==> config.mk <==
export PLATFORM = sky130hd
export DESIGN_NAME = fcc_queue
export DESIGN_NICKNAME = d
export VERILOG_FILES = /design/src/rtl/fcc_pkg.sv /design/src/rtl/fcc_queue.sv
export SDC_FILE = /design/constraint.sdc
export NUM_CORES = 1
export LEC_CHECK = 0
export BUFFER_PORTS_ARGS = -buffer_cell sky130_fd_sc_hd__buf_2
export CAP_MARGIN = 40
export CORE_MARGIN = 2
export CORE_UTILIZATION = 54
export DETAILED_ROUTE_END_ITERATION = 12
export PLACE_DENSITY_LB_ADDON = 0.3
export SLEW_MARGIN = 20
export SYNTH_ARGS = -nofsm -noshare
export SYNTH_HDL_FRONTEND = slang
export SYNTH_SLANG_ARGS = --single-unit
export TNS_END_PERCENT = 1
==> constraint.sdc <==
create_clock -name clk -period 3.2 [get_ports clk]
set_input_delay 0.32 -clock clk [delete_from_list [all_inputs] [get_ports clk]]
set_output_delay 0.32 -clock clk [all_outputs]
set_load 0.1 [all_outputs]
==> src/rtl/fcc_pkg.sv <==
// ---------------------------------------------------------------------------
// fcc_pkg
// Shared constants, payload types and helpers of the fern classifier core.
// ---------------------------------------------------------------------------
package fcc_pkg;

  localparam int CODE_BITS   = 13;
  localparam int COUNT_WIDTH = 16;
  localparam int TABLE_DEPTH = 1 << CODE_BITS;
  localparam int ENTRY_W     = 2 * COUNT_WIDTH;
  localparam int TOTAL_W     = COUNT_WIDTH + 1;
  localparam int REM_W       = COUNT_WIDTH + 2;
  localparam int FRAC_BITS   = 16;
  localparam int POST_W      = FRAC_BITS + 1;
  localparam int DIV_CNT_W   = $clog2(POST_W + 1);

  localparam int QUEUE_DEPTH = 2;
  localparam int QUEUE_PTR_W = $clog2(QUEUE_DEPTH);
  localparam int QUEUE_CNT_W = $clog2(QUEUE_DEPTH + 1);

  localparam logic [1:0] REQ_QUERY     = 2'd0;
  localparam logic [1:0] REQ_TRAIN_POS = 2'd1;
  localparam logic [1:0] REQ_TRAIN_NEG = 2'd2;

  localparam logic [COUNT_WIDTH-1:0] COUNT_MAX = '1;

  typedef struct packed {
    logic [1:0] req_type;
    logic [7:0] first_pixel;
    logic [7:0] second_pixel;
    logic       last_pair;
  } in_item_t;

  typedef struct packed {
    logic [12:0] code_index;
    logic [15:0] positive_count;
    logic [15:0] negative_count;
    logic [16:0] posterior;
  } out_item_t;

  typedef struct packed {
    logic [CODE_BITS-1:0] code;
    logic [1:0]           req_type;
  } fern_req_t;

  typedef struct packed {
    logic full;
    logic empty;
  } queue_status_t;

  function automatic logic [COUNT_WIDTH-1:0] sat_inc(input logic [COUNT_WIDTH-1:0] c);
    sat_inc = (c == COUNT_MAX) ? c : c + 1'b1;
  endfunction

endpackage

==> src/rtl/fcc_queue.sv <==
// ---------------------------------------------------------------------------
// fcc_queue
// Short request queue between the classifying front and the table back.
// ---------------------------------------------------------------------------
module fcc_queue import fcc_pkg::*; (
  input  logic          clk,
  input  logic          rst_n,
  input  logic          push,
  input  fern_req_t     push_data,
  input  logic          pop,
  output fern_req_t     pop_data,
  output queue_status_t status
);

  fern_req_t              mem_r [QUEUE_DEPTH];
  logic [QUEUE_PTR_W-1:0] wr_ptr_r;
  logic [QUEUE_PTR_W-1:0] rd_ptr_r;
  logic [QUEUE_CNT_W-1:0] cnt_r;

  function automatic logic [QUEUE_PTR_W-1:0] ptr_inc(input logic [QUEUE_PTR_W-1:0] p);
    ptr_inc = (p == QUEUE_PTR_W'(QUEUE_DEPTH - 1)) ? '0 : p + 1'b1;
  endfunction

  always_ff @(posedge clk) begin
    if (!rst_n) begin
      wr_ptr_r <= '0;
      rd_ptr_r <= '0;
      cnt_r    <= '0;
    end else begin
      if (push) begin
        wr_ptr_r <= ptr_inc(wr_ptr_r);
      end
      if (pop) begin
        rd_ptr_r <= ptr_inc(rd_ptr_r);
      end
      if (push && !pop) begin
        cnt_r <= cnt_r + 1'b1;
      end else if (pop && !push) begin
        cnt_r <= cnt_r - 1'b1;
      end
    end
  end

  always_ff @(posedge clk) begin
    if (push) begin
      mem_r[wr_ptr_r] <= push_data;
    end
  end

  assign pop_data     = mem_r[rd_ptr_r];
  assign status.full  = cnt_r == QUEUE_CNT_W'(QUEUE_DEPTH);
  assign status.empty = cnt_r == '0;

endmodule

# Yosys cells after proc, flatten, opt, wreduce, memory -nomap -nowiden
# Memory sizes are Yosys's and may differ from the RTL's. A register that Yosys moved wholly into a read port is not among the register bits.
# Cells that the tools add are included.
[totals]
in_bits = 19
elab_cells = 23
out_inout_bits = 17
n_memories = 1
mem_bits_rw = 30
regBits = 4
[classes]
muxes = 8
add_sub_neg = 4
reduce_logical = 6
n_eq_ne = 1
[mem_list]
columns = ["name", "words", "width", "rd", "rd_ports_with_merged_regs", "wr", "line", "rtl"]
rows = [
  ["mem_r", 2, 15, 1, 1, 1, "fcc_queue.sv:15", "fern_req_t mem_r [QUEUE_DEPTH];"],
]
[op_table]
columns = ["op", "count"]
rows = [
  ["$mux 1", 6],
  ["$mux 2", 2],
  ["$add 1x1->1 const B", 2],
  ["$add 2x1->2 const B", 1],
  ["$eq 2x2->1 const B", 1],
  ["$logic_and 1x1->1", 2],
  ["$logic_not 1->1", 2],
  ["$logic_not 2->1", 1],
  ["$reduce_bool 2->1", 1],
  ["$sub 2x1->2 const B", 1],
]

# Depth between registers and ports, before layout
[logic_depth]
depth_word = 4
ltp_mapped = 5
ltp_nobuf = 5

# Least setup slack after synthesis
# OpenSTA, ideal clock, no wires.
[synth_path]
path_type = "register to output"
from = "reg cnt_r[0]"
to = "out status[0] in the netlist's numbering"
required_ps = 2880
path_buffers = 0
setup_slack_ps = 1297
arrival_ps = 1583
path_stages_with_launch = 2
cell_sequence = "dfxtp_1 nor2_1"
[synth_lines]
columns = ["item", "line", "rtl"]
rows = [
  ["start, declared", "fcc_queue.sv:18", "logic [QUEUE_CNT_W-1:0] cnt_r;"],
  ["start signal, assigned", "fcc_queue.sv:37", "cnt_r <= cnt_r + 1'b1;"],
  ["start signal, assigned", "fcc_queue.sv:39", "cnt_r <= cnt_r - 1'b1;"],
  ["end, declared", "fcc_queue.sv:12", "output queue_status_t status"],
]

==> impl_metrics.tcl <==
set metrics [dict create \
    cap_violations 0 \
    fin_util_pct 69.4 \
    finalCritPeriodShare_pct 65.7 \
    p_switching_uw 361 \
    worstMarginPinSlew_ns 0.665 \
    pwr_density_cell_nw_per_um2 668 \
    status "complete, no violations" \
    wire_per_inst_um 14.2 \
    drive_gt1_share_pct 52.3 \
    p_int_uw 685 \
    irDropWorstVdd_mv 0.547 \
    hpwl_um 1370 \
    antenna_found_initial 0 \
    cts_resized 0 \
    finClkSkew_ns 0.00390 \
    critPathCaptureType "primary output" \
    min_period_ns 2.10 \
    cts.sink_count 35 \
    port_buffers 35 \
    grt_pass1_wl_um 2900 \
    setup_viol 0 \
    cts-htree-levels 2 \
    yosys_register_bits 35 \
    grt_use_total_pct 16.5 \
    start_util_pct 57.7 \
    fp.dieH_um 53.1 \
    routabilityCongestion 0.552 \
    clk_pin_slew_ns 0.09 \
    syn_area_per_cell_um2 18.9 \
    grt-ovfl-total 0 \
    finalNetCount 130 \
    p_seq_share_pct 51.6 \
    p_leak_uw 0.000613 \
    ys_types 17 \
    dr.pass1.iters 4 \
    grt_max_degree 16 \
    max_freq_ghz 0.476 \
    crit_type "reg2out" \
    ios 36 \
    clkPwrFrac_pct 22.7 \
    rr_worst_depth 1 \
    final_antenna_net_count 0 \
    cts-buffers-inserted 5 \
    grt_setup_unrepaired "no" \
    hold_viol 0 \
    ys_seq_area_share_pct 76.9 \
    yosysWarnings 0 \
    tns_ns 0 \
    slew-limit-headroom_pct 55.7 \
    swShare_pct 34.5 \
    clk_latency_ns 0.33 \
    drt-initial-drc-count 8 \
    synthesis.nets 89 \
    cts_tree "yes" \
    antennaDiodeCount 0 \
    syn_to_final_growth_pct 20.3 \
    arrival_ns 1.78 \
    die_area_um2 2820 \
    cts_buffer_depth 2 \
    root_buffer "clkbuf_4" \
    drc 0 \
    hold_path_depth 1 \
    routed_wl_um 1970 \
    vias_per_cell 5.04 \
    report.final.slew_viol_count 0 \
    min_path_type "in2reg" \
    stdcell_area_um2 1570 \
    critical_path.max_fanout 15 \
    chipWidth_um 53.1 \
    grt_pass1_vias 673 \
    mostFrequentLayoutCells "buf_2, edfxtp_1, mux2_2" \
    cp.required_ns 2.88 \
    critPathLaunchType "flop" \
    syn-cell-area_um2 1300 \
    syn_inst 69 \
    combPwrFrac_pct 25.8 \
    placed_cell_area_um2 1510 \
    final_common_cell "buf_2" \
    ctsHoldBuffers 0 \
    core_area_um2 2250 \
    post_cts_buffers 0 \
    vias 701 \
    rows 17 \
]
## final timing paths
path	start	to	slack [ns]
max	flop	pop_data[3]	1.10
min	push_data[5]	mem_r[0][5]	0.17
max reg2reg	wr_ptr_r	mem_r[1][10]	1.92
min reg2reg	cnt_r[1]	cnt_r[1]	0.51
## critical path, cell delays in order, from the launching register on
cell	delay, ns
dfxtp_1	0.74
mux2_2	0.41
buf_2	0.29
## power groups by stage
stage,sequential (uW),combinational [uW],clock (uW)
2_1_floorplan,541,237,0
3_3_place_gp,549,267,0
3_5_place_dp,551,271,0
4_1_cts,540,272,246
5_1_grt,543,279,265
6_report,540,269,237
## stage by stage
step | std cells | power [uW] | setup WS (ns) | hold slack (ns)
final | 139 | 1050 | 1.10 | 0.173
after global routing | 139 | 1090 | 0.975 | 0.145
after global placement | 131 | 816 | 1.44 | 0.479
after detailed placement | 131 | 821 | 1.44 | 0.500
after CTS | 139 | 1060 | 1.06 | 0.159
after floorplan | 69 | 778 | 1.30 | 0.419
## cell families after synthesis
family                     after synthesis  share of synthesized area, %
AOI/OAI and AO/OA                        3                          1.54
xor gates and xnor gates                 3                          2.02
adders and majority gates                1                         0.961
buffers and inverters                    3                          1.25
DFF                                     35                          76.9
muxes                                   15                          13.0
and+or+nand+nor                          9                          4.33
## registers in the layout, indices dropped and copies added, names as in the netlist, named ones only
signal    count
rd_ptr_r      1
wr_ptr_r      1
cnt_r         2
mem_r        30
## layer usage
metal	vias up	global-route usage [%]	part of all wire (%)
met3	5	9.32	7.2
li1	339	-	-
met4	0	11.5	2.9
met2	22	26.3	51
met5	-	0	0
met1	335	15.8	39
## synthesized netlist by cell type (all sizes together)
library cell	instances	area (um^2)
edfxtp	30	901
mux2	15	169
dfxtp	5	100
and2	4	25.0
buf	2	12.5
nor2b	2	12.5
xor2	2	17.5
a21boi	1	7.51
and2b	1	8.76
ha	1	12.5
inv	1	3.75
nor2	1	3.75
o21a	1	7.51
o21ai	1	5.00
or3	1	6.26
xnor2	1	8.76
## layout make-up
cell class	count	area [um^2]
well taps	28	35.0
multi-input cells	31	284
clock buffers	7	55.1
inverters	1	3.75
clock inverters	1	3.75
repair buffers	36	183
fillers	170	689
flip-flops and latches	35	1000
(Power assumes the default switching activity.)
