**src/rtl/fcc_pkg.sv**
```systemverilog
// ---------------------------------------------------------------------------
// fcc_pkg
// Shared constants, payload types and helpers of the fern classifier core.
// ---------------------------------------------------------------------------
package fcc_pkg;

  localparam int CODE_BITS   = 13;
  localparam int COUNT_WIDTH = 16;
  localparam int TABLE_DEPTH = 1 << CODE_BITS;
  localparam int ENTRY_W     = 2 * COUNT_WIDTH;
  localparam int TOTAL_W     = COUNT_WIDTH + 1;
  localparam int REM_W       = COUNT_WIDTH + 2;
  localparam int FRAC_BITS   = 16;
  localparam int POST_W      = FRAC_BITS + 1;
  localparam int DIV_CNT_W   = $clog2(POST_W + 1);

  localparam int QUEUE_DEPTH = 2;
  localparam int QUEUE_PTR_W = $clog2(QUEUE_DEPTH);
  localparam int QUEUE_CNT_W = $clog2(QUEUE_DEPTH + 1);

  localparam logic [1:0] REQ_QUERY     = 2'd0;
  localparam logic [1:0] REQ_TRAIN_POS = 2'd1;
  localparam logic [1:0] REQ_TRAIN_NEG = 2'd2;

  localparam logic [COUNT_WIDTH-1:0] COUNT_MAX = '1;

  typedef struct packed {
    logic [1:0] req_type;
    logic [7:0] first_pixel;
    logic [7:0] second_pixel;
    logic       last_pair;
  } in_item_t;

  typedef struct packed {
    logic [12:0] code_index;
    logic [15:0] positive_count;
    logic [15:0] negative_count;
    logic [16:0] posterior;
  } out_item_t;

  typedef struct packed {
    logic [CODE_BITS-1:0] code;
    logic [1:0]           req_type;
  } fern_req_t;

  typedef struct packed {
    logic full;
    logic empty;
  } queue_status_t;

  function automatic logic [COUNT_WIDTH-1:0] sat_inc(input logic [COUNT_WIDTH-1:0] c);
    sat_inc = (c == COUNT_MAX) ? c : c + 1'b1;
  endfunction

endpackage

```
**src/rtl/fcc_front.sv**
```systemverilog
// ---------------------------------------------------------------------------
// fcc_front
// Takes comparison pairs, builds the fern code and queues finished requests.
// ---------------------------------------------------------------------------
module fcc_front import fcc_pkg::*; (
  input  logic          clk,
  input  logic          rst_n,
  input  logic          in_valid,
  output logic          in_ready,
  input  in_item_t      in_data,
  input  logic          clearing,
  input  queue_status_t q_status,
  output logic          q_push,
  output fern_req_t     q_push_data
);

  logic [CODE_BITS-1:0] code_r;
  logic [CODE_BITS-1:0] code_nxt;
  logic                 accept;
  logic                 lt;

  assign in_ready = !clearing && !q_status.full;
  assign accept   = in_valid && in_ready;
  assign lt       = in_data.first_pixel < in_data.second_pixel;

  // Older bits shift up and fall off the top once the code is full.
  assign code_nxt = CODE_BITS'({code_r, lt});

  always_ff @(posedge clk) begin
    if (!rst_n) begin
      code_r <= '0;
    end else if (accept) begin
      code_r <= in_data.last_pair ? '0 : code_nxt;
    end
  end

  assign q_push               = accept && in_data.last_pair;
  assign q_push_data.code     = code_nxt;
  assign q_push_data.req_type = in_data.req_type;

endmodule

```
**config.mk**
```make
export PLATFORM = sky130hd
export DESIGN_NAME = fcc_front
export DESIGN_NICKNAME = d
export VERILOG_FILES = /design/src/rtl/fcc_pkg.sv /design/src/rtl/fcc_front.sv
export SDC_FILE = /design/constraint.sdc
export NUM_CORES = 1
export LEC_CHECK = 0
export BUFFER_PORTS_ARGS = -buffer_cell sky130_fd_sc_hd__buf_2
export CAP_MARGIN = 15
export CORE_MARGIN = 5
export CORE_UTILIZATION = 37
export CTS_BUF_LIST = sky130_fd_sc_hd__clkbuf_16
export DETAILED_ROUTE_END_ITERATION = 12
export PLACE_DENSITY = 0.8
export SLEW_MARGIN = 20
export SYNTH_ARGS = -nofsm -noshare
export SYNTH_HDL_FRONTEND = slang
export SYNTH_SLANG_ARGS = --single-unit
```
**constraint.sdc**
```tcl
create_clock -name clk -period 1.3 [get_ports clk]
set_input_delay 0.13 -clock clk [delete_from_list [all_inputs] [get_ports clk]]
set_output_delay 0.13 -clock clk [all_outputs]
set_load 0.01 [all_outputs]
```
Word level (Yosys, flattened, before mapping)
Index checks and enable logic that the tools add are counted.

storage, ports and cells
  bits in registers = 12
  latch bits = 0
  memory bits (writable) = 0
  bits in read-only memories = 0
  output and inout port bits = 17
  word-level logic and storage cells = 8
  memories kept = 0

cells by class
  add/subtract/negate cells = 0
  $mul = 0
  divide/modulo/power cells = 0
  magnitude comparators = 1
  equal/unequal tests = 0
  shift-type cells = 0
  mux-type cells = 1
  bitwise gates (word level) = 0
  reduce and logical (&&, ||, !) cells = 5

operators with widths
  operator            count
  12-bit two-way mux  1
  8-bit < comparator  1
  1-bit logical AND   3
  1-bit zero test     2

Longest topological paths before layout
Gate-level depths: netlist of the first run.

  depth in word-level cells = 4
  depth in mapped cells = 6

Worst setup path before layout of the first run
Ideal clock, no wire load.

  path type = input -> output
  start point = input port in_data[3] (netlist bit)
  end point = output port q_push_data[2] (netlist bit)
  arrival time = 1.134 ns
  data required time = 1.170 ns
  slack = 0.036 ns
  stages on the path = 6
  cells stage by stage = inv_1 ha_1 a211o_1 a31oi_1 o311a_1 buf_4

on the way
  word-level cells in the longest chain between the ends = 1

ends and longest elaborated chain
  what                line             text
  start, declared     fcc_front.sv:10  input in_item_t in_data,
  8-bit < comparator  fcc_front.sv:24  assign lt = in_data.first_pixel < in_data.second_pixel;
  end, declared       fcc_front.sv:14  output fern_req_t q_push_data

Every way passes these cells.

==> flow_summary.ini, run 1 <==
[clock_tree]
cts_tree = yes
htree_levels = 1
cts_made_buffers = 3
clk_latency_ps = 240
clock_sinks = 12
hold_buffers = 0
cts_root_buf = clkbuf_16
cts_buffer_depth = 2
path_clk_slew_ps = 50

[timing]
rsz0062_at_grt = yes
finalMaxSlewViolations = 0
worst_pin_slew_ps = 391
fin_tns_setup_ps = 0
setup_viol = 0
hold_viol = 0
period_needed_ps = 1290
post-route-period-util_pct = 99.5
max_freq_ghz = 0.773
relSlewSlack_pct = 74.0
skew_ps = 4.09

[layout]
design_area_um2 = 1010
nNetsFinal = 150
largest_reg_flops = 12
drive_above_1_share_pct = 41.0
final_cell_mix = buf_2 (34), nand2_1 (12), dfxtp_1 (12), nand3b_1 (11), a21boi_0 (9)
final_common_cell = buf_2
fin_cells = 142
reg_top3 = code_r x12
diodes = 0
areaGrowthSynthToFinish_pct = 43.9
largest-register = code_r

[job]
cap_violations = 0

[power]
ir_drop_v = 0.000796
powerDensity_nw_per_um2 = 1090
p_leak_nw = 0.482

[floorplanning]
io_pins = 42
num_rows = 15
die-area_um2 = 2860
fp.coreArea_um2 = 1760
die_w_um = 53.5
start_util_pct = 39.7
die_y_um = 53.5

[synth]
yosys_warnings = 0
ys_types = 23
synth_seq_cells = 12
netlist_area_um2 = 701
syn_inst = 81
ys_seq_area_share_pct = 34.3
syn-num-nets = 113
synth_area_per_cell_um2 = 8.65

[route]
drtIter0Drc = 6
num_vias = 715
wire_per_inst_um = 13.2
wl_um = 1880
drc = 0
detail-route-antenna-nets = 0
drtPass1Iterations = 3
viasPerCell = 5.04

[global_route]
track_usage_pct = 15.4
grt_overflow = 0
grt_pass1_vias = 761
grt_pass1_wl_um = 3080
antenna_found_initial = 0
grt_max_degree = 14

[critical_path]
cp-end-kind = output pin
crit_required_ps = 1170
start_kind = primary input
cp.arrival_ps = 1160
critical_path_class = in -> out
r2r_slack_ps = 600
crit_fanout = 2
crit_start = in_data[3]
reg2reg_from = code_r[6]

[hold_path]
worstHoldStart = rst_n
min_path_type = in -> reg

[status]
status = finished clean

[place]
hpwl_um = 1390
gp_congestion = 0.676
io_buffers = 36
numPlacedInstances = 137
placed_cell_area_um2 = 886
-- synth_stat cells --
| master | n | area (µm²) |
|---|---|---|
| a211o_1 | 1 | 8.76 |
| a21boi_0 | 9 | 67.6 |
| a21boi_1 | 2 | 15.0 |
| a21o_1 | 1 | 7.51 |
| a21oi_1 | 1 | 5.00 |
| a31oi_1 | 1 | 6.26 |
| a32o_1 | 1 | 10.0 |
| and2_1 | 1 | 6.26 |
| and3_1 | 1 | 6.26 |
| buf_4 | 4 | 30.0 |
| clkbuf_1 | 3 | 11.3 |
| dfxtp_1 | 12 | 240 |
| ha_1 | 7 | 87.6 |
| inv_1 | 7 | 26.3 |
| nand2_1 | 12 | 45.0 |
| nand2b_1 | 1 | 6.26 |
| nand3_1 | 1 | 5.00 |
| nand3b_1 | 11 | 82.6 |
| nand4_1 | 1 | 6.26 |
| nor2_1 | 1 | 3.75 |
| nor2_2 | 1 | 6.26 |
| nor3b_1 | 1 | 7.51 |
| o311a_1 | 1 | 10.0 |
-- metrics by stage --
step	power, W	setup slack, ps	hold slack (ps)	util (%)
after floorplan	0.000460	35.9	284	-
after global placement	0.000500	-90.2	260	50.2
after detailed placement	0.000508	-115	260	50.2
after CTS	0.00110	3.51	250	57.0
after global routing	0.00115	-42.0	260	57.2
final	0.00109	6.13	246	57.2
-- report_power, final --
part           total [W]  internal, W  switching, W
clock           0.000575     0.000406      0.000169
combinational   0.000149    0.0000808     0.0000678
sequential      0.000371     0.000370   0.000000710
total            0.00109     0.000857      0.000238
-- final timing paths --
check                   end  depth (start not counted)
max          q_push_data[2]                          7
min              code_r[11]                          2
max reg2reg       code_r[7]                          2
min reg2reg      code_r[11]                          2
-- layout make-up --
cell class | count | area (µm²)
repair buffers | 39 | 215
clock inverters | 1 | 3.75
inverters | 7 | 28.8
clock buffers | 3 | 75.1
fillers | 176 | 756
well taps | 25 | 31.3
multi-input cells | 55 | 414
flip-flops and latches | 12 | 240
-- metal layers --
metal,vias up,track usage (%),share of wire [%]
li1,347,-,-
met1,331,12.5,36
met2,33,30.4,50
met3,4,4.79,11
met4,0,10.6,2.5
met5,-,0,0
-- timing repair --
action                     4_1_cts  5_1_grt
pin swaps                        3        2
setup endpoints to repair        1        1
setup buffers                    1        0
resized for setup                7        1
-- worst max-delay path: stages --
cell	delay (ps)
buf_6	100
inv_4	40
ha_4	190
a211o_1	240
a31oi_1	140
o311a_1	180
buf_2	140
-- kinds of logic after synthesis --
| logic type | count (synthesis) | share of synthesized area (%) |
|---|---|---|
| simple gates | 31 | 25.0 |
| flops | 12 | 34.3 |
| compound gates | 17 | 18.6 |
| fa+ha+maj | 7 | 12.5 |
| buf+inv | 14 | 9.64 |
Note: power is estimated with default switching activity, not from simulation.
==> run 2, diff against run 1 <==
--- a/config.mk
+++ b/config.mk
@@ -6,11 +6,12 @@
 export NUM_CORES = 1
 export LEC_CHECK = 0
+export ABC_AREA = 1
 export BUFFER_PORTS_ARGS = -buffer_cell sky130_fd_sc_hd__buf_2
 export CAP_MARGIN = 15
 export CORE_MARGIN = 5
-export CORE_UTILIZATION = 37
+export CORE_UTILIZATION = 36
 export CTS_BUF_LIST = sky130_fd_sc_hd__clkbuf_16
 export DETAILED_ROUTE_END_ITERATION = 12
-export PLACE_DENSITY = 0.8
+export PLACE_DENSITY = 0.79
 export SLEW_MARGIN = 20
 export SYNTH_ARGS = -nofsm -noshare
==> constraint.sdc (replaced) <==
create_clock -name clk -period 1.3 [get_ports clk]
set_input_delay 0.13 -clock clk [delete_from_list [all_inputs] [get_ports clk]]
set_output_delay 0.13 -clock clk [all_outputs]
set_load 0.005 [all_outputs]
==> run 2 against run 1 <==
Against the previous run: non-clock buffer count decreased by 2; critical path type unchanged; highest routed layer unchanged; sequential share of layout area increased by 2.4 points; critical endpoint unchanged; clock skew down 0.60 ps.
==> flow_summary.ini, run 2 <==
[global_route]
met2_usage_pct = 20.7
track_usage_pct = 12.2
grt_overflow = 0
busiest_layer = met2
grt_pass1_vias = 623
antenna_found_initial = 0
grt_max_degree = 14
grt_util_met3_pct = 4.84
grt_pass1_wl_um = 2350
met1_usage_pct = 11.2

[floorplanning]
die_y_um = 52.8
io_pins = 42
die_w_um = 52.8
num_rows = 15
fp.coreArea_um2 = 1730
die-area_um2 = 2790
start_util_pct = 38.3

[power]
p_leak_nw = 0.482
swShare_pct = 20.7
switchingPower_w = 0.000217
p_clk_share_pct = 53.9
seqPwrFrac_pct = 35.4
ir_drop_v = 0.00109
p_comb_share_pct = 10.7
powerDensity_nw_per_um2 = 1140
power_w = 0.00105
p_int_w = 0.000831

[layout]
areaGrowthSynthToFinish_pct = 38.6
diodes = 0
reg_top3 = code_r x12
largest_reg_flops = 12
drive_above_1_share_pct = 33.9
final_cell_mix = buf_2 (36), nand2_1 (32), a21oi_1 (15), inv_1 (12), dfxtp_1 (12)
largest-register = code_r
nNetsFinal = 160
final_common_cell = buf_2

[job]
cap_violations = 0

[route]
viasPerCell = 4.32
drtIter0Drc = 3
wire_per_inst_um = 9.93
wl_um = 1510
drtPass1Iterations = 4
detail-route-antenna-nets = 0
num_vias = 656
drc = 0

[synth]
synthTopCellsByArea = dfxtp_1 (36%), nand2_1 (18%), ha_1 (13%)
synth_flop_cell = dfxtp_1
synth_seq_cells = 12
yosys_warnings = 0
synthTopCellsByCount = nand2_1 (32), a21oi_1 (15), dfxtp_1 (12), inv_1 (12), ha_1 (7)
ys_seq_area_share_pct = 36.4
async_flop_share_pct = 0
ys_types = 16
synth_area_per_cell_um2 = 7.18
synth.top_cell.area_share_pct = 36.4
netlist_area_um2 = 661
synth.most_common_cell = nand2_1
synth_edf_count = 0
syn_inst = 92
synth_top_area_cell = dfxtp_1
syn-num-nets = 124

[critical_path]
crit_required_ps = 1170
worstPathBufferInverterCount = 3
cp_common_cell = buf_2
cp.arrival_ps = 1050
critPathTopFamily = compound AO/OA/AOI/OAI gates
crit_chain = buf_2, inv_1, ha_1, a21oi_1, o21a_1, and2_1, buf_2
start_kind = primary input
crit_fanout = 2
slowest_delay_ps = 290
cp_slowest_cell = ha_1
cp-end-kind = output pin
critical_path_class = in -> out

[clock_tree]
hold_buffers = 0
htree_levels = 1
path_clk_slew_ps = 40
clk_latency_ps = 240
cts_setup_buffers = 0
cts_made_buffers = 3
cts_resized = 0
cts_buffer_depth = 2
cts_root_buf = clkbuf_16
clock_sinks = 12
cts_tree = yes

[timing]
max_freq_ghz = 0.848
post-route-period-util_pct = 90.7
setup_viol = 0
worst_pin_slew_ps = 367
relSlewSlack_pct = 75.5
hold_viol = 0
period_needed_ps = 1180
rsz0062_at_grt = no
skew_ps = 3.48
fin_tns_setup_ps = 0
finalMaxSlewViolations = 0

[place]
hpwl_um = 1210
gp_congestion = 0.675
io_buffers = 36

[hold_path]
min_path_type = in -> reg

[status]
status = finished clean
==> run 2: cell types whose count changed in the layout (fill, tap and decap cells not counted), sizes merged, moves of 2 or more <==
cell	previous run	this run
nand2	12	33
nor2	2	4
buf	39	37
nand3b	11	0
a21boi	11	0
a21oi	1	15
inv	7	12
==> run 2: metrics by stage <==
stage / std cells / area [µm²] / hold slack, ps / setup slack [ps] / util (%)
6_report: 152 / 916 / 226 / 121 / 53.0
5_1_grt: 152 / 916 / 241 / 55.3 / 53.0
4_1_cts: 152 / 916 / 228 / 114 / 53.0
3_5_place_dp: 148 / 837 / 260 / 114 / 48.5
3_3_place_gp: 148 / 837 / 260 / 132 / 48.5
2_1_floorplan: 92 / 661 / 279 / 234 / -
==> run 2: final cells by class <==
cell class                      count  area (µm²)
Fill cell                         171         811
Multi-Input combinational cell     62         333
Sequential cell                    12         240
Timing Repair Buffer               37         188
Clock buffer                        3        75.1
Inverter                           12        45.0
Tap cell                           25        31.3
Clock inverter                      1        3.75
==> run 2: kinds of logic after synthesis <==
| kind of cell | count (synthesis) | share of synthesized area [%] |
|---|---|---|
| compound gates | 16 | 12.5 |
| fa+ha+maj | 7 | 13.3 |
| buf+inv | 18 | 13.3 |
| flops | 12 | 36.4 |
| simple gates | 39 | 24.6 |
==> run 2: final timing paths <==
| check | start | to | slack [ps] | depth (start not counted) |
|---|---|---|---|---|
| min | in_data[0] | code_r[7] | 230 | 4 |
| max reg2reg | code_r[10] | code_r[11] | 670 | 2 |
| min reg2reg | code_r[6] | code_r[7] | 470 | 2 |
| max | in_data[8] | q_push_data[2] | 120 | 7 |
==> run 2: worst register-to-register path, delay by kind of cell, from the launching register on <==
kind / cells / cell delay, ps
AO/OA/AOI/OAI: 1 / 150
AND/OR/NAND/NOR: 1 / 60
flip-flops: 1 / 330
==> run 2: routing by layer <==
layer / routed length (µm) / share of wire [%]
met5: 0 / 0
met4: 49 / 3.2
met3: 109 / 7.2
met2: 762 / 50
met1: 589 / 39
==> run 2: power by group through the flow <==
stage	combinational [W]	clock, W	sequential, W
final	0.000112	0.000565	0.000371
after global routing	0.000130	0.000599	0.000371
after CTS	0.000114	0.000577	0.000371
after detailed placement	0.000114	0	0.000377
after global placement	0.000108	0	0.000377
after floorplan	0.0000741	0	0.000377
