## config.mk

```make
export PLATFORM = sky130hd
export DESIGN_NAME = fcc_back
export DESIGN_NICKNAME = d
export VERILOG_FILES = /design/src/rtl/fcc_pkg.sv /design/src/rtl/fcc_divider.sv /design/src/rtl/fcc_back.sv
export SDC_FILE = /design/constraint.sdc
export NUM_CORES = 1
export LEC_CHECK = 0
export CAP_MARGIN = 25
export CORE_MARGIN = 2
export CORE_UTILIZATION = 30
export CTS_BUF_LIST = sky130_fd_sc_hd__clkbuf_8
export DETAILED_ROUTE_END_ITERATION = 6
export DONT_BUFFER_PORTS = 1
export GPL_ROUTABILITY_DRIVEN = 1
export MAX_ROUTING_LAYER = met4
export PLACE_DENSITY = 0.41
export REMOVE_ABC_BUFFERS = 1
export SETUP_SLACK_MARGIN = 0.02
export SYNTH_ARGS = -nofsm -noshare
export SYNTH_HDL_FRONTEND = slang
export SYNTH_SLANG_ARGS = --single-unit
```

## constraint.sdc

```tcl
create_clock -name clk -period 9.4 [get_ports clk]
set_input_delay 1.88 -clock clk [delete_from_list [all_inputs] [get_ports clk]]
set_output_delay 1.88 -clock clk [all_outputs]
set_load 0.01 [all_outputs]
```

## src/rtl/fcc_pkg.sv

```systemverilog
// ---------------------------------------------------------------------------
// fcc_pkg
// Shared constants, payload types and helpers of the fern classifier core.
// ---------------------------------------------------------------------------
package fcc_pkg;

  localparam int CODE_BITS   = 13;
  localparam int COUNT_WIDTH = 16;
  localparam int TABLE_DEPTH = 1 << CODE_BITS;
  localparam int ENTRY_W     = 2 * COUNT_WIDTH;
  localparam int TOTAL_W     = COUNT_WIDTH + 1;
  localparam int REM_W       = COUNT_WIDTH + 2;
  localparam int FRAC_BITS   = 16;
  localparam int POST_W      = FRAC_BITS + 1;
  localparam int DIV_CNT_W   = $clog2(POST_W + 1);

  localparam int QUEUE_DEPTH = 2;
  localparam int QUEUE_PTR_W = $clog2(QUEUE_DEPTH);
  localparam int QUEUE_CNT_W = $clog2(QUEUE_DEPTH + 1);

  localparam logic [1:0] REQ_QUERY     = 2'd0;
  localparam logic [1:0] REQ_TRAIN_POS = 2'd1;
  localparam logic [1:0] REQ_TRAIN_NEG = 2'd2;

  localparam logic [COUNT_WIDTH-1:0] COUNT_MAX = '1;

  typedef struct packed {
    logic [1:0] req_type;
    logic [7:0] first_pixel;
    logic [7:0] second_pixel;
    logic       last_pair;
  } in_item_t;

  typedef struct packed {
    logic [12:0] code_index;
    logic [15:0] positive_count;
    logic [15:0] negative_count;
    logic [16:0] posterior;
  } out_item_t;

  typedef struct packed {
    logic [CODE_BITS-1:0] code;
    logic [1:0]           req_type;
  } fern_req_t;

  typedef struct packed {
    logic full;
    logic empty;
  } queue_status_t;

  function automatic logic [COUNT_WIDTH-1:0] sat_inc(input logic [COUNT_WIDTH-1:0] c);
    sat_inc = (c == COUNT_MAX) ? c : c + 1'b1;
  endfunction

endpackage

```

## src/rtl/fcc_divider.sv

```systemverilog
// ---------------------------------------------------------------------------
// fcc_divider
// Restoring divider for the posterior, one quotient bit per cycle.
// ---------------------------------------------------------------------------
module fcc_divider import fcc_pkg::*; (
  input  logic                   clk,
  input  logic                   rst_n,
  input  logic                   start,
  input  logic [COUNT_WIDTH-1:0] dividend,
  input  logic [TOTAL_W-1:0]     divisor,
  output logic                   done,
  output logic [POST_W-1:0]      quotient
);

  logic                 busy_r;
  logic                 done_r;
  logic [DIV_CNT_W-1:0] cnt_r;
  logic [REM_W-1:0]     rem_r;
  logic [TOTAL_W-1:0]   div_r;
  logic [POST_W-1:0]    quo_r;
  logic                 ge;
  logic [REM_W-1:0]     diff;
  logic [REM_W-1:0]     rem_nxt;

  // The dividend is pos shifted up by the fraction width; the first step
  // compares pos itself, each later step brings in one zero bit.
  assign ge      = rem_r >= REM_W'(div_r);
  assign diff    = ge ? rem_r - REM_W'(div_r) : rem_r;
  assign rem_nxt = {diff[REM_W-2:0], 1'b0};

  always_ff @(posedge clk) begin
    if (!rst_n) begin
      busy_r <= 1'b0;
      done_r <= 1'b0;
      cnt_r  <= '0;
    end else begin
      done_r <= 1'b0;
      if (start) begin
        busy_r <= 1'b1;
        cnt_r  <= DIV_CNT_W'(POST_W);
      end else if (busy_r) begin
        cnt_r <= cnt_r - 1'b1;
        if (cnt_r == DIV_CNT_W'(1)) begin
          busy_r <= 1'b0;
          done_r <= 1'b1;
        end
      end
    end
  end

  always_ff @(posedge clk) begin
    if (start) begin
      rem_r <= REM_W'(dividend);
      div_r <= divisor;
      quo_r <= '0;
    end else if (busy_r) begin
      rem_r <= rem_nxt;
      quo_r <= {quo_r[POST_W-2:0], ge};
    end
  end

  assign done     = done_r;
  assign quotient = (div_r == '0) ? '0 : quo_r;

endmodule

```

## src/rtl/fcc_back.sv

```systemverilog
// ---------------------------------------------------------------------------
// fcc_back
// Clears the count table, then reads, updates and scores queued requests.
// ---------------------------------------------------------------------------
module fcc_back import fcc_pkg::*; (
  input  logic                 clk,
  input  logic                 rst_n,
  input  queue_status_t        q_status,
  input  fern_req_t            q_data,
  output logic                 q_pop,
  output logic                 clearing,
  output logic                 ram_wr_en,
  output logic [CODE_BITS-1:0] ram_wr_addr,
  output logic [ENTRY_W-1:0]   ram_wr_data,
  output logic                 ram_rd_en,
  output logic [CODE_BITS-1:0] ram_rd_addr,
  input  logic [ENTRY_W-1:0]   ram_rd_data,
  output logic                 out_valid,
  input  logic                 out_ready,
  output out_item_t            out_data
);

  typedef enum logic [4:0] {
    ST_CLEAR = 5'b00001,
    ST_IDLE  = 5'b00010,
    ST_READ  = 5'b00100,
    ST_DIV   = 5'b01000,
    ST_OUT   = 5'b10000
  } back_state_t;

  back_state_t          state_r;
  back_state_t          state_nxt;
  logic [CODE_BITS-1:0] clr_addr_r;
  fern_req_t            req_r;
  logic [COUNT_WIDTH-1:0] pos_r;
  logic [COUNT_WIDTH-1:0] neg_r;
  logic                 out_valid_r;
  out_item_t            out_data_r;

  logic [COUNT_WIDTH-1:0] cur_pos;
  logic [COUNT_WIDTH-1:0] cur_neg;
  logic [COUNT_WIDTH-1:0] new_pos;
  logic [COUNT_WIDTH-1:0] new_neg;
  logic                 train;
  logic                 div_start;
  logic                 div_done;
  logic [POST_W-1:0]    div_quotient;
  logic                 out_free;
  logic                 out_load;

  assign cur_pos = ram_rd_data[COUNT_WIDTH-1:0];
  assign cur_neg = ram_rd_data[ENTRY_W-1:COUNT_WIDTH];
  assign new_pos = (req_r.req_type == REQ_TRAIN_POS) ? sat_inc(cur_pos) : cur_pos;
  assign new_neg = (req_r.req_type == REQ_TRAIN_NEG) ? sat_inc(cur_neg) : cur_neg;
  assign train   = (req_r.req_type == REQ_TRAIN_POS) || (req_r.req_type == REQ_TRAIN_NEG);

  assign clearing    = state_r == ST_CLEAR;
  assign q_pop       = (state_r == ST_IDLE) && !q_status.empty;
  assign ram_rd_en   = q_pop;
  assign ram_rd_addr = q_data.code;

  assign ram_wr_en   = clearing || ((state_r == ST_READ) && train);
  assign ram_wr_addr = clearing ? clr_addr_r : req_r.code;
  assign ram_wr_data = clearing ? '0 : {new_neg, new_pos};

  assign div_start = state_r == ST_READ;
  assign out_free  = !out_valid_r || out_ready;
  assign out_load  = (state_r == ST_OUT) && out_free;

  fcc_divider u_divider (
    .clk      (clk),
    .rst_n    (rst_n),
    .start    (div_start),
    .dividend (new_pos),
    .divisor  (TOTAL_W'(new_pos) + TOTAL_W'(new_neg)),
    .done     (div_done),
    .quotient (div_quotient)
  );

  always_comb begin
    state_nxt = state_r;
    case (state_r)
      ST_CLEAR: begin
        if (clr_addr_r == '1) begin
          state_nxt = ST_IDLE;
        end
      end
      ST_IDLE: begin
        if (q_pop) begin
          state_nxt = ST_READ;
        end
      end
      ST_READ: begin
        state_nxt = ST_DIV;
      end
      ST_DIV: begin
        if (div_done) begin
          state_nxt = ST_OUT;
        end
      end
      ST_OUT: begin
        if (out_free) begin
          state_nxt = ST_IDLE;
        end
      end
      default: begin
        state_nxt = ST_IDLE;
      end
    endcase
  end

  always_ff @(posedge clk) begin
    if (!rst_n) begin
      state_r     <= ST_CLEAR;
      clr_addr_r  <= '0;
      out_valid_r <= 1'b0;
    end else begin
      state_r <= state_nxt;
      if (clearing) begin
        clr_addr_r <= clr_addr_r + 1'b1;
      end
      if (out_load) begin
        out_valid_r <= 1'b1;
      end else if (out_ready) begin
        out_valid_r <= 1'b0;
      end
    end
  end

  always_ff @(posedge clk) begin
    if (q_pop) begin
      req_r <= q_data;
    end
    if (state_r == ST_READ) begin
      pos_r <= new_pos;
      neg_r <= new_neg;
    end
    if (out_load) begin
      out_data_r.code_index     <= 13'(req_r.code);
      out_data_r.positive_count <= 16'(pos_r);
      out_data_r.negative_count <= 16'(neg_r);
      out_data_r.posterior      <= 17'(div_quotient);
    end
  end

  assign out_valid = out_valid_r;
  assign out_data  = out_data_r;

endmodule

```

; ---- Yosys cells after proc, flatten, opt, wreduce, memory -nomap -nowiden
; Index checks and enable logic that the tools add are counted.
[op_classes]
addsub = 6
magnitude_cmp = 1
eq_ne = 15
n_mux = 22
bitwise = 2
n_reduce_logical = 14
[ops]
columns = cell, count
row1 = $mux 16, 6
row2 = $add 16x1->16 const B, 2
row3 = $eq 16x16->1 const B, 2
row4 = $mux 32, 1
row5 = $mux 5, 6
row6 = $pmux 5 s5, 1
row7 = $ge 18x17->1, 1
row8 = $add 16x16->17, 1
row9 = $logic_not 17->1, 1
row10 = $mux 17, 1
row11 = $sub 17x17->17, 1
row12 = $add 13x1->13 const B, 1
row13 = $eq 13x13->1 const B, 1
row14 = $mux 13, 1
row15 = $eq 5x1->1 const B, 2
row16 = $mux 1, 6
row17 = $eq 5x2->1 const B, 1
row18 = $eq 5x3->1 const B, 1
row19 = $eq 5x4->1 const B, 1
row20 = $eq 5x5->1 const B, 1
row21 = $sub 5x1->5 const B, 1
row22 = $ne 2x1->1 const B, 2
row23 = $ne 2x2->1 const B, 2
row24 = $reduce_and 4->1, 1
row25 = 9 further kinds, 16
[totals]
ff_bits = 187
inputBits = 52
out_inout_bits = 125

; ---- Depth between registers and ports, before layout
; Gate-level depths: netlist of the first run.
[depth]
depth_word = 4
ltp_mapped = 16
depth_no_buf = 16

; ---- Cells and area by module
; From an unflattened synthesis of the first run, not the netlist that was laid out.
[unflattened]
cells_unflattened = 854
hier_area_um2 = 9739.3
[by_module_without_submodules]
columns = mod, instances, cells_per_inst, area_per_inst_um2, seq_area_each_um2
row1 = fcc_back, 1, 483, 6129.6, 3653.5
row2 = fcc_divider, 1, 371, 3609.7, 1511.4

; ---- Worst setup path before layout of the first run
; No wires, ideal clock.
[synth_timing]
path_type = input port to output port
startpoint = in ram_rd_data[16]
endpoint = out ram_wr_data[23]
arrival_time_ps = 3499
required_ps = 7520
path_slack_ps = 4021
cell_stages = 8
n_path_buf = 0
cell_sequence = ha_1 nand3_1 or3_1 o21ai_1 nor3_1 and4_1 xor2_1 and2_1
[synth_via]
elab_chain_cells = 4
elab_cells_between_ends = 5
[synth_rtl]
columns = item, line
row1 = from (decl), fcc_back.sv:17  ; input logic [ENTRY_W-1:0] ram_rd_data,
row2 = $add 16x1->16 or $eq 16x16->1 (tied branches), fcc_pkg.sv:52  ; sat_inc = (c == COUNT_MAX) ? c : c + 1'b1;
row3 = $mux 16 *, fcc_pkg.sv:52
row4 = $mux 16 *, fcc_back.sv:54  ; assign new_neg = (req_r.req_type == REQ_TRAIN_NEG) ? sat_inc(cur_neg) : cur_neg;
row5 = via new_neg[7], fcc_back.sv:43  ; logic [COUNT_WIDTH-1:0] new_neg;
row6 = $mux 32 *, fcc_back.sv:64  ; assign ram_wr_data = clearing ? '0 : {new_neg, new_pos};
row7 = to (decl), fcc_back.sv:14  ; output logic [ENTRY_W-1:0] ram_wr_data,
; Mark *: on every way through the listed nets, which the timed path passes. The rest lies on a longest branch.

; ---- Final worst setup path of the first run
[layout_timing]
startpoint = in ram_rd_data[16]
endpoint = out ram_wr_data[20]
; Same word-level chain as after synthesis.

==> summary.md, run 1 <==
| Metric | Value |
|---|---|
| CP top delay family | `simple AND/OR/NAND/NOR gates` |
| Distinct cell type count after synthesis | `65` |
| Longest individual stage delay on the worst path | `0.54 ns` |
| Routability cong. | `0.827` |
| Via count of the first global-routing pass | `5,848` |
| Width of the die | `181 um` |
| Total power per unit cell area | `158 nW/um^2` |
| Max-cap check violation count | `0` |
| Number of antenna violations at the first check in global routing | `0` |
| Startpoint of the most critical register-to-register path | `req_r[1]$_DFFE_PP_` |
| DRC violation total after the first TritonRoute iteration | `265` |
| Post-detailed-route via-to-cell ratio | `4.82` |
| Fraction of the yosys area taken by sequential cells | `54.9%` |
| Placeable core area | `30,700 sq um` |
| Non-filler cells, final | `1,245` |
| Crit-path slowest cell | `o21ai_1` |
| Signal arrival time at the worst endpoint | `4.17 ns` |
| Buffer depth of the longest clock path | `2` |
| Clock Skews | `0.0179 ns` |
| Yosys warning count | `0` |
| Worst-Skew Late Latency | `0.47 ns` |
| Ys flop type | `edfxtp_1` |
| Top cells by area, synth | `edfxtp_1, dfxtp_1, ha_1, mux2i_1, xnor2_1` |
| Fraction of layout cells with a size suffix above 1 | `7.07%` |
| Capture instance of the worst register-to-register path | `u_divider.div_r[16]$_DFFE_PP_` |
| Die Outline Area | `32,800 sq um` |
| Internal reg-to-reg setup slack | `5.15 ns` |
| Standard-cell rows | `64` |
| Post CTS Setup Buffer Count | `0` |
| Pre-antenna DRT Iters | `5` |
| Global-route usage over all layers | `15.0%` |
| Result of the run | `completed` |
| Required arrival time at the worst endpoint | `7.52 ns` |
| HPWL after DPL | `17,400 um` |
| Total negative slack | `0 ns` |
| Ordered list of cells on the worst path | `ha_1 > nand3_1 > or3_1 > o21ai_1 > nor2_1 > xor2_1 > and2_1` |
| Detailed route wirelength on metal2 | `10,900 um` |
| Static leakage power | `3.83 nW` |
| Residual DRC | `0` |
| Worst Path Buf+Inv | `0` |
| WL final | `23,700 um` |
| Number of synthesized flops with an enable pin | `142` |
| Maximum number of pins on one net before global-route repair | `63` |
| Proportion of synthesized flip-flops having asynchronous set or reset | `0%` |
| Gate count of the mapped netlist | `841` |
| Maximum clock rate | `165 MHz` |
| Worst Max-Slew Pin Slew | `0.951 ns` |
| Hold Vio Cnt, Final | `0` |
| Buffers added on ports | `0` |
| Synth Cell Area | `9400 sq um` |
| Fraction of post-synthesis cell area in the top cell type by area | `45.4%` |
| Library cell with the largest summed area after synthesis | `edfxtp_1` |
| Floorplan die height | `181 um` |
| Via count | `6,002` |
| Final Setup Violations | `0` |
| First-pass GRT wire length | `36,100 um` |
| Post-route met1 wirelength | `11,600 um` |
| Final core occ | `33.1%` |
| Kind of start point of the critical path | `primary input` |
| # IOs | `177` |
| Number of nets in the layout | `929` |
| Type of the most critical hold path | `register to register` |
| Post-detailed-route count of antenna-violating nets | `0` |
| Clock buffer count from CTS | `17` |
| Post-CTS resize count | `0` |
| Routed length per instance | `19.0 um` |
| Detail Route met3 WL | `1100 um` |
| Count of pins over their slew limit | `0` |
| TritonCTS clock tree | `yes` |
| Worst Path Max Fanout | `5` |
| Share of the cycle needed by the critical path after routing | `64.3%` |
| Relative slew slack | `36.4%` |
| Worst vdd rail ir drop | `0.0968 mV` |
| Critical path capture point type | `primary output` |
| Depth of the worst hold-timing path | `0` |
| Min-delay src | `neg_r[5]$_DFFE_PP_` |
| Clk sinks | `187` |
| Register clock-pin slew on the reported worst setup and hold paths | `0.10 ns` |
| Placed cell count | `1,213` |
| Unrepaired setup endpoints after global routing | `no` |
| Diodes inserted | `0` |
| Setup CP Type | `primary input to primary output` |
| Worst hold path endpoint | `out_data[22]$_DFFE_PP_` |
| Clock Tree Root | `clkbuf_8` |
| Synth Register Bits | `187` |
| Level count of the clock H-tree | `4` |
| Count of hold-fix buffers inserted at cts | `0` |
| Cell depth of the worst setup path | `7` |
| Overflow left after global routing | `0` |
| Highest routing layer actually used | `met4` |
| Mean instance size in the synthesized netlist | `11.2 sq um` |
| Starting Density | `30.6%` |
| Shortest clock period the worst path allows after layout | `6.05 ns` |
| Synth-to-layout area growth | `8.34%` |
| Number of cell instances on the worst register-to-register path | `14` |
Yosys cell counts, types with 3 or more instances:
cell      count
nor3_1       14
mux2i_1      41
a21oi_1      26
buf_4        15
a211o_1       3
dfxtp_1      45
a31oi_1       7
ha_1         39
and4_1        6
edfxtp_1    142
clkbuf_1     10
nand3_1      18
and3_1        7
nor2b_1      27
o21a_1       11
buf_1         7
nand3b_1      5
mux2_2        4
a21o_1        8
o211ai_1      4
xnor2_1      40
o21ai_0      13
nand4_1      16
and2_1       28
a21boi_0      9
nand2_1      76
a211oi_1      6
inv_1        46
o21bai_1      7
xor2_1       16
nor4_1        7
nor2_1       84
or3_1         5
nand2b_1      6
report_power, final:
part | internal (mW) | switching, mW | total [mW]
Sequential | 0.891 | 0.00618 | 0.897
Combinational | 0.0562 | 0.114 | 0.170
Clock | 0.223 | 0.317 | 0.540
state kept, by name (all words and copies together) (netlist names), 13 cells and up:
| signal | count |
|---|---|
| out_data | 62 |
| u_divider.rem_r | 18 |
| u_divider.div_r | 17 |
| u_divider.quo_r | 17 |
| neg_r | 16 |
| pos_r | 16 |
| req_r | 15 |
| clr_addr_r | 13 |
worst max path at each step:
stage | from | end
floorplan | ram_rd_data[16] | ram_wr_data[23]
global placement | ram_rd_data[16] | u_divider.div_r[13]$_DFFE_PP_
detailed placement | ram_rd_data[16] | u_divider.div_r[13]$_DFFE_PP_
CTS | ram_rd_data[16] | ram_wr_data[23]
global route | ram_rd_data[16] | ram_wr_data[23]
finish | ram_rd_data[16] | ram_wr_data[20]
metal layers:
| metal | track usage (%) | vias to the layer above |
|---|---|---|
| met1 | 20.3 | 2859 |
| met3 | 3.83 | 6 |
| met5 | - | - |
| li1 | - | 3004 |
| met4 | 3.06 | 0 |
| met2 | 22.8 | 133 |
stage by stage:
stage / power [mW] / cell area (sq um) / worst slack (ns) / hold slack [ns]
global placement: 1.09 / 9800 / 3.34 / 0.401
detailed placement: 1.09 / 9800 / 3.31 / 0.405
CTS: 1.64 / 10200 / 3.38 / 0.429
finish: 1.61 / 10200 / 3.35 / 0.423
floorplan: 1.04 / 9220 / 4.02 / 0.400
global route: 1.69 / 10200 / 3.21 / 0.435
kinds of logic after synthesis:
| family | synth area share [%] |
|---|---|
| buffers and inverters | 3.89 |
| adder cells (fa/ha/maj) | 5.72 |
| AO/OA/AOI/OAI | 8.73 |
| AND/OR/NAND/NOR | 16.5 |
| flip-flops | 54.9 |
| XOR/XNOR | 5.22 |
| multiplexers | 4.99 |
area by class of cell:
| type | count | area, sq um |
|---|---|---|
| multi-input cells | 572 | 3890 |
| flip-flops and latches | 187 | 5160 |
| inverters | 49 | 184 |
| clock buffers | 18 | 248 |
| fillers | 3153 | 20600 |
| clock inverters | 14 | 136 |
| repair buffers | 9 | 67.6 |
| well taps | 396 | 495 |
cell usage in the layout, fill, tap and decap left out, types with 3 or more instances in the layout:
cell | synthesis | routed
a211oi_1 | 6 | 6
nand2b_1 | 6 | 6
nand3b_1 | 5 | 5
dfxtp_1 | 45 | 45
clkinvlp_4 | 0 | 3
o21ai_0 | 13 | 13
nor4_1 | 7 | 6
o21a_1 | 11 | 11
nor2_1 | 84 | 82
mux2i_1 | 41 | 41
a21o_1 | 8 | 8
clkbuf_8 | 0 | 18
o21bai_1 | 7 | 7
nor2b_1 | 27 | 26
mux2_2 | 4 | 4
a21oi_1 | 26 | 26
xnor2_1 | 40 | 40
inv_1 | 46 | 46
nand2_1 | 76 | 76
nand3_1 | 18 | 18
or3_1 | 5 | 5
and4_1 | 6 | 6
and2_1 | 28 | 28
nand4_1 | 16 | 16
xor2_1 | 16 | 16
inv_2 | 2 | 3
edfxtp_1 | 142 | 142
a21boi_0 | 9 | 9
o211ai_1 | 4 | 4
nor3_1 | 14 | 14
inv_6 | 0 | 4
and3_1 | 7 | 7
a31oi_1 | 7 | 7
a211o_1 | 3 | 3
ha_1 | 39 | 39
buf_4 | 15 | 9
(Power assumes the default switching activity.)
==> run 2, diff against run 1 <==
ABC_AREA = 1   (was unset)
PLACE_DENSITY = 0.42   (was 0.41)
clock period = 5.2 ns   (was 9.4 ns; I/O delays follow)
==> summary.md, run 2 <==
| Metric | Value |
|---|---|
| Internal reg-to-reg setup slack | `1.81 ns (-3.34 ns)` |
| Level count of the clock H-tree | `4 (unchanged)` |
| Total power per unit cell area | `307 nW/um^2 (+95%)` |
| Post-route met1 wirelength | `10,900 um (-6.3%)` |
| Register clock-pin slew on the reported worst setup and hold paths | `0.11 ns (about the same)` |
| Clock buffer count from CTS | `17 (unchanged)` |
| Share of synthesized cell area in full adder, half adder and majority cells | `5.52% (-0.20 points)` |
| Worst hold path endpoint | `out_data[40]$_DFFE_PP_` |
| Starting Density | `30.4% (-0.19 points)` |
| List of most frequent post-synthesis cells | `nand2_1, inv_1, edfxtp_1, nor2_1, o21ai_0` |
| Width of the die | `183 um (+0.84%)` |
| Synth Register Bits | `187 (unchanged)` |
| Mux cell area share after synthesis | `0% (-5.0 points)` |
| Floorplan die height | `183 um (+0.84%)` |
| Worst Max-Slew Pin Slew | `0.977 ns (+0.0258 ns)` |
| Global-route usage over all layers | `14.8% (-0.18 points)` |
| Relative slew slack | `34.9% (-1.6 points)` |
| Most common library cell in the layout ignoring fill and taps | `nand2_1` |
| Residual DRC | `0 (unchanged)` |
| Pre-antenna DRT Iters | `4 (-1)` |
| Top cells by area, synth | `edfxtp_1, dfxtp_1, nand2_1, inv_1, ha_1` |
| Number of synthesized flops with an enable pin | `142 (unchanged)` |
| Shortest clock period the worst path allows after layout | `4.04 ns` |
| Maximum number of pins on one net before global-route repair | `79 (+25%)` |
| Fraction of the yosys area taken by sequential cells | `54.0% (-0.93 points)` |
| Unrepaired setup endpoints after global routing | `no` |
| Ys flop type | `edfxtp_1` |
| Footprint of the multi-input gates | `3620 sq um (-6.9%)` |
| Number of nets in the layout | `1,115 (+20%)` |
| Final Setup Violations | `0 (unchanged)` |
| Kind of start point of the critical path | `primary input` |
| Die Outline Area | `33,300 sq um (+1.7%)` |
| Setup CP Type | `primary input to primary output` |
| Library cell with the largest summed area after synthesis | `edfxtp_1` |
| Static leakage power | `4.12 nW (+7.6%)` |
| Routed length per instance | `16.0 um (-16%)` |
| Placeable core area | `31,500 sq um (+2.4%)` |
| Worst-Skew Late Latency | `0.51 ns (+0.04 ns)` |
| Commonest cells after routing, fill and taps aside | `nand2_1, inv_1, edfxtp_1` |
| Startpoint of the most critical register-to-register path | `req_r[0]$_DFFE_PP_` |
| Fraction of post-synthesis cell area in the top cell type by area | `44.6% (-0.77 points)` |
| Type of the most critical hold path | `register to register` |
| Proportion of synthesized flip-flops having asynchronous set or reset | `0% (unchanged)` |
| Final core occ | `33.1% (-0.075 points)` |
| Signal arrival time at the worst endpoint | `3.00 ns (-1.17 ns)` |
| First-pass GRT wire length | `36,700 um (+1.6%)` |
| Maximum clock rate | `247 MHz` |
| Post-detailed-route via-to-cell ratio | `4.65 (-3.6%)` |
| Post-CTS resize count | `0 (unchanged)` |
| Max reg flops | `62 (unchanged)` |
| Worst vdd rail ir drop | `0.188 mV (+94%)` |
| Depth of the worst hold-timing path | `0 (unchanged)` |
| Routability cong. | `0.858 (+3.7%)` |
| HPWL after DPL | `17,300 um (-0.59%)` |
| Final total power | `3.20 mW (+99%)` |
| Critical path capture point type | `primary output` |
| Hold Vio Cnt, Final | `0 (unchanged)` |
| Combinational family with the most area after synthesis | `simple AND/OR/NAND/NOR gates` |
| Post CTS Setup Buffer Count | `0 (unchanged)` |
| Synth Area in XOR/XNOR | `3.94% (-1.3 points)` |
| Fraction of layout cells with a size suffix above 1 | `8.41% (+1.3 points)` |
| Detail Route met3 WL | `1170 um (+5.8%)` |
| TritonCTS clock tree | `yes` |
| Post-detailed-route count of antenna-violating nets | `0 (unchanged)` |
| Layout Cell Area excl Fill | `10,400 sq um (+2.1%)` |
| Synth Area in Simple Gates | `19.6% (+3.1 points)` |
| Required arrival time at the worst endpoint | `4.16 ns (-3.36 ns)` |
| Dpl cell area | `9950 sq um (+1.5%)` |
| Number of filler instances in the final layout | `3,241 (+2.8%)` |
| Count of pins over their slew limit | `0 (unchanged)` |
| Buffer depth of the longest clock path | `2 (unchanged)` |
| Yosys warning count | `0 (unchanged)` |
| Count of hold-fix buffers inserted at cts | `0 (unchanged)` |
| Number of antenna violations at the first check in global routing | `0 (unchanged)` |
| Standard-cell rows | `65 (+1.6%)` |
| Gate count of the mapped netlist | `1,028 (+22%)` |
| Count leader, synth | `nand2_1` |
| Complex-gate fraction of the synthesized area | `8.63% (-0.096 points)` |
| Distinct cell type count after synthesis | `50 (-23%)` |
| Min-delay src | `pos_r[7]$_DFFE_PP_` |
| Max-cap check violation count | `0 (unchanged)` |
| Clk sinks | `187 (unchanged)` |
| Mean instance size in the synthesized netlist | `9.30 sq um (-17%)` |
| Worst Path Max Fanout | `8 (+3)` |
| DRC violation total after the first TritonRoute iteration | `369 (+39%)` |
| WL final | `23,000 um (-2.8%)` |
| Buffers added on ports | `0 (unchanged)` |
| Highest routing layer actually used | `met4` |
| Total negative slack | `0 ns (unchanged)` |
| Clock Skews | `0.0253 ns (+0.00736 ns)` |
| Diodes inserted | `0 (unchanged)` |
| Share of the cycle needed by the critical path after routing | `77.7%` |
| Via count of the first global-routing pass | `6,589 (+13%)` |
| Register area | `5160 sq um (unchanged)` |
| Synth-to-layout area growth | `8.77%` |
| Synth Cell Area | `9560 sq um (+1.7%)` |
| Number of cell instances on the worst register-to-register path | `17 (+3)` |
| Result of the run | `completed` |
| Hold slack final | `0.415 ns (-0.00798 ns)` |
| Overflow left after global routing | `0 (unchanged)` |
| Clock Tree Root | `clkbuf_8` |
| # IOs | `177 (unchanged)` |
| Capture instance of the worst register-to-register path | `u_divider.div_r[14]$_DFFE_PP_` |
| Detailed route wirelength on metal2 | `10,600 um (-2.3%)` |
| Via count | `6,679 (+11%)` |
==> run 2: changes by cell type after synthesis, moves of 20 or more <==
cell	delta
and2_1	-27
inv_1	+103
mux2i_1	-41
nand2_1	+110
nand3_1	+27
nor2_1	+20
nor2b_1	-27
o21ai_0	+36
xnor2_1	-22
==> run 2: logic make-up (layout without fill, tap and decap cells) <==
family,count (synthesis),after routing
and+or+nand+nor,420,420
buffers and inverters,191,198
DFF,187,187
AOI/OAI and AO/OA,146,146
xor gates and xnor gates,43,43
adders and majority gates,41,41
==> run 2: critical path, stage by stage <==
cell and delay [ns]:
ha_1 0.20, nand3_2 0.14, nor2_1 0.08, nand4_2 0.11, nand2_2 0.16, nor3_2 0.27, nand2_1 0.11, xnor2_1 0.41
buf_4 0.21, inv_1 0.04, nor2_1 0.22
==> run 2: report_power, final <==
group          switching, mW  leakage [nW]  internal [mW]
Clock                  0.627         0.224          0.461
Sequential            0.0173          1.64           1.65
Combinational          0.306          2.25          0.132
Total                  0.951          4.12           2.25
==> run 2: final cells by class <==
cell class,instances,share of cell area [%]
inverters,158,5.70
flip-flops and latches,187,49.7
clock inverters,15,2.08
multi-input cells,650,34.8
repair buffers,8,0.650
well taps,402,4.84
clock buffers,17,2.25
==> run 2: per-layer routing <==
layer / up-vias / global-route usage, %
li1: 3412 / -
met1: 3112 / 18.7
met2: 138 / 23.1
met3: 17 / 3.95
met4: 0 / 4.90
met5: - / -
==> run 2: worst max-delay path by stage <==
stage                                               end  slack [ns]                     from  cells after the start
after floorplan                               ram_wr_en       -3.02  state_r[1]$_SDFFE_PN0P_                      5
after global placement    u_divider.div_r[14]$_DFFE_PP_        0.81          ram_rd_data[16]                     19
after detailed placement  u_divider.div_r[14]$_DFFE_PP_        0.84          ram_rd_data[16]                     19
after CTS                               ram_wr_data[10]        1.14           ram_rd_data[0]                     11
after global routing                    ram_wr_data[10]        0.99           ram_rd_data[0]                     11
final                                   ram_wr_data[10]        1.16           ram_rd_data[0]                     11
==> run 2: per-stage QoR <==
step           instances  worst slack (ns)
2_1_floorplan        995             -3.02
3_3_place_gp        1404             0.812
3_5_place_dp        1405             0.845
4_1_cts             1437              1.14
5_1_grt             1437             0.990
6_report            1437              1.16
==> run 3, diff against run 2 <==
clock period = 3.29 ns   (was 5.2 ns; I/O delays follow)
==> summary.md, run 3 (synthesized netlist as in run 2, its figures left out) <==
| Metric | Value |
|---|---|
| Result of the run | `completed` |
| Width of the die | `183 um (unchanged)` |
| Hold slack final | `0.209 ns (-0.206 ns)` |
| Synth-to-layout area growth | `14.5%` |
| Post-detailed-route count of antenna-violating nets | `0 (unchanged)` |
| Routed length per instance | `15.7 um (-2.0%)` |
| Global-route usage over all layers | `15.1% (+0.29 points)` |
| WL final | `23,600 um (+2.7%)` |
| Via count of the first global-routing pass | `6,799 (+3.2%)` |
| Worst Max-Slew Pin Slew | `0.754 ns (-0.223 ns)` |
| Relative slew slack | `49.7% (+15 points)` |
| Overflow left after global routing | `0 (unchanged)` |
| Number of antenna violations at the first check in global routing | `0 (unchanged)` |
| Worst vdd rail ir drop | `0.193 mV (+2.5%)` |
| Signal arrival time at the worst endpoint | `2.41 ns (-0.59 ns)` |
| Setup CP Type | `register to primary output` |
| Final total power | `4.99 mW (+56%)` |
| Via count | `6,887 (+3.1%)` |
| Fraction of layout cells with a size suffix above 1 | `15.1% (+6.7 points)` |
| Floorplan die height | `183 um (unchanged)` |
| TritonCTS clock tree | `yes` |
| Kind of start point of the critical path | `register` |
| Clk sinks | `187 (unchanged)` |
| Shortest clock period the worst path allows after layout | `3.07 ns` |
| Clock buffer count from CTS | `17 (unchanged)` |
| Required arrival time at the worst endpoint | `2.63 ns (-1.53 ns)` |
| DRC violation total after the first TritonRoute iteration | `284 (-23%)` |
| Routability cong. | `0.891 (+3.9%)` |
| Final core occ | `34.8% (+1.7 points)` |
| Count of pins over their slew limit | `0 (unchanged)` |
| Commonest cells after routing, fill and taps aside | `nand2_1, inv_1, edfxtp_1` |
| # IOs | `177 (unchanged)` |
| Residual DRC | `0 (unchanged)` |
| Share of the cycle needed by the critical path after routing | `93.4%` |
| Maximum number of pins on one net before global-route repair | `58 (-27%)` |
| Clock Skews | `0.0205 ns (-0.00481 ns)` |
| Post-detailed-route via-to-cell ratio | `4.58 (-1.5%)` |
| Final Setup Violations | `0 (unchanged)` |
| Level count of the clock H-tree | `4 (unchanged)` |
| Max reg flops | `62 (unchanged)` |
| Hold Vio Cnt, Final | `0 (unchanged)` |
| Clock Tree Root | `clkbuf_8` |
| Register clock-pin slew on the reported worst setup and hold paths | `0.12 ns (about the same)` |
| Count of hold-fix buffers inserted at cts | `0 (unchanged)` |
| Number of nets in the layout | `1,183 (+6.1%)` |
| Standard-cell rows | `65 (unchanged)` |
| Worst Path Max Fanout | `4 (-4)` |
| Type of the most critical hold path | `primary input to register` |
| Diodes inserted | `0 (unchanged)` |
| Static leakage power | `4.45 nW (+8.0%)` |
| Worst setup slack after layout | `0.217 ns (-0.940 ns)` |
| Placement-stage worst setup slack | `-0.315 ns (-1.16 ns)` |
| Die Outline Area | `33,300 sq um (unchanged)` |
| Total power per unit cell area | `455 nW/um^2 (+48%)` |
| Pre-antenna DRT Iters | `7 (+3)` |
| Maximum clock rate | `325 MHz` |
| Placeable core area | `31,500 sq um (unchanged)` |
| Unrepaired setup endpoints after global routing | `yes` |
| Buffers added on ports | `0 (unchanged)` |
| HPWL after DPL | `18,000 um (+4.1%)` |
| Worst-Skew Late Latency | `0.50 ns (about the same)` |
| Most common library cell in the layout ignoring fill and taps | `nand2_1` |
| Critical path capture point type | `primary output` |
| Buffer depth of the longest clock path | `2 (unchanged)` |
| Max-cap check violation count | `0 (unchanged)` |
| Starting Density | `30.4% (unchanged)` |
| First-pass GRT wire length | `37,400 um (+2.0%)` |
## run 3: repair_timing
action                                  CTS  global route
buffers inserted                          0             1
gates resized for setup                   0            17
endpoints found under the setup margin    0            13
## run 3: stage by stage
stage               instance area [sq um]  TNS [ns]  cells
floorplan                            9370   -351.68    995
global placement                    10500     -1.42   1472
detailed placement                  10500     -1.89   1472
CTS                                 10900         0   1504
global route                        10900   -0.0140   1505
finish                              10900         0   1505
## run 3: layer usage
metal / GRT usage (%) / wire, um / vias up
met2: 23.6 / 10900 / 132
met1: 19.0 / 11200 / 3188
met4: 4.16 / 295 / 0
met5: - / 0 / -
met3: 4.69 / 1210 / 16
li1: - / - / 3551
## run 3: area by class of cell
type	count	area, sq um
multi-input combinational	650	3710
sequential	187	5160
clock buffer	17	234
tap	402	503
clock inverter	15	158
timing repair buffer	76	583
fill	3244	20500
inverter	158	593
## run 3: where the power goes
| part | leakage, nW | switching (mW) | total (mW) | internal (mW) |
|---|---|---|---|---|
| clock | 0.198 | 0.993 | 1.56 | 0.569 |
| combinational | 2.61 | 0.501 | 0.780 | 0.279 |
| sequential | 1.64 | 0.0275 | 2.64 | 2.62 |
## run 3: path summary, 6_finish.rpt
check,end,cells past startpoint,start,slack [ns]
min,state_r[2]$_SDFFE_PN0P_,1,q_status[0],0.21
max,ram_wr_data[13],11,req_r[1]$_DFFE_PP_,0.22
max reg2reg,u_divider.div_r[15]$_DFFE_PP_,17,req_r[1]$_DFFE_PP_,0.35
min reg2reg,out_data[40]$_DFFE_PP_,0,pos_r[7]$_DFFE_PP_,0.42
## run 3: worst max-delay path, cell delays in order (launching register included)
cell and delay, ns:
edfxtp_1 0.41, inv_1 0.07, ha_2 0.23, buf_4 0.15, inv_1 0.07, nor3_2 0.21
nand3_1 0.11, or2_0 0.21, nand3_1 0.13, buf_4 0.16, nand2_1 0.05, inv_1 0.12
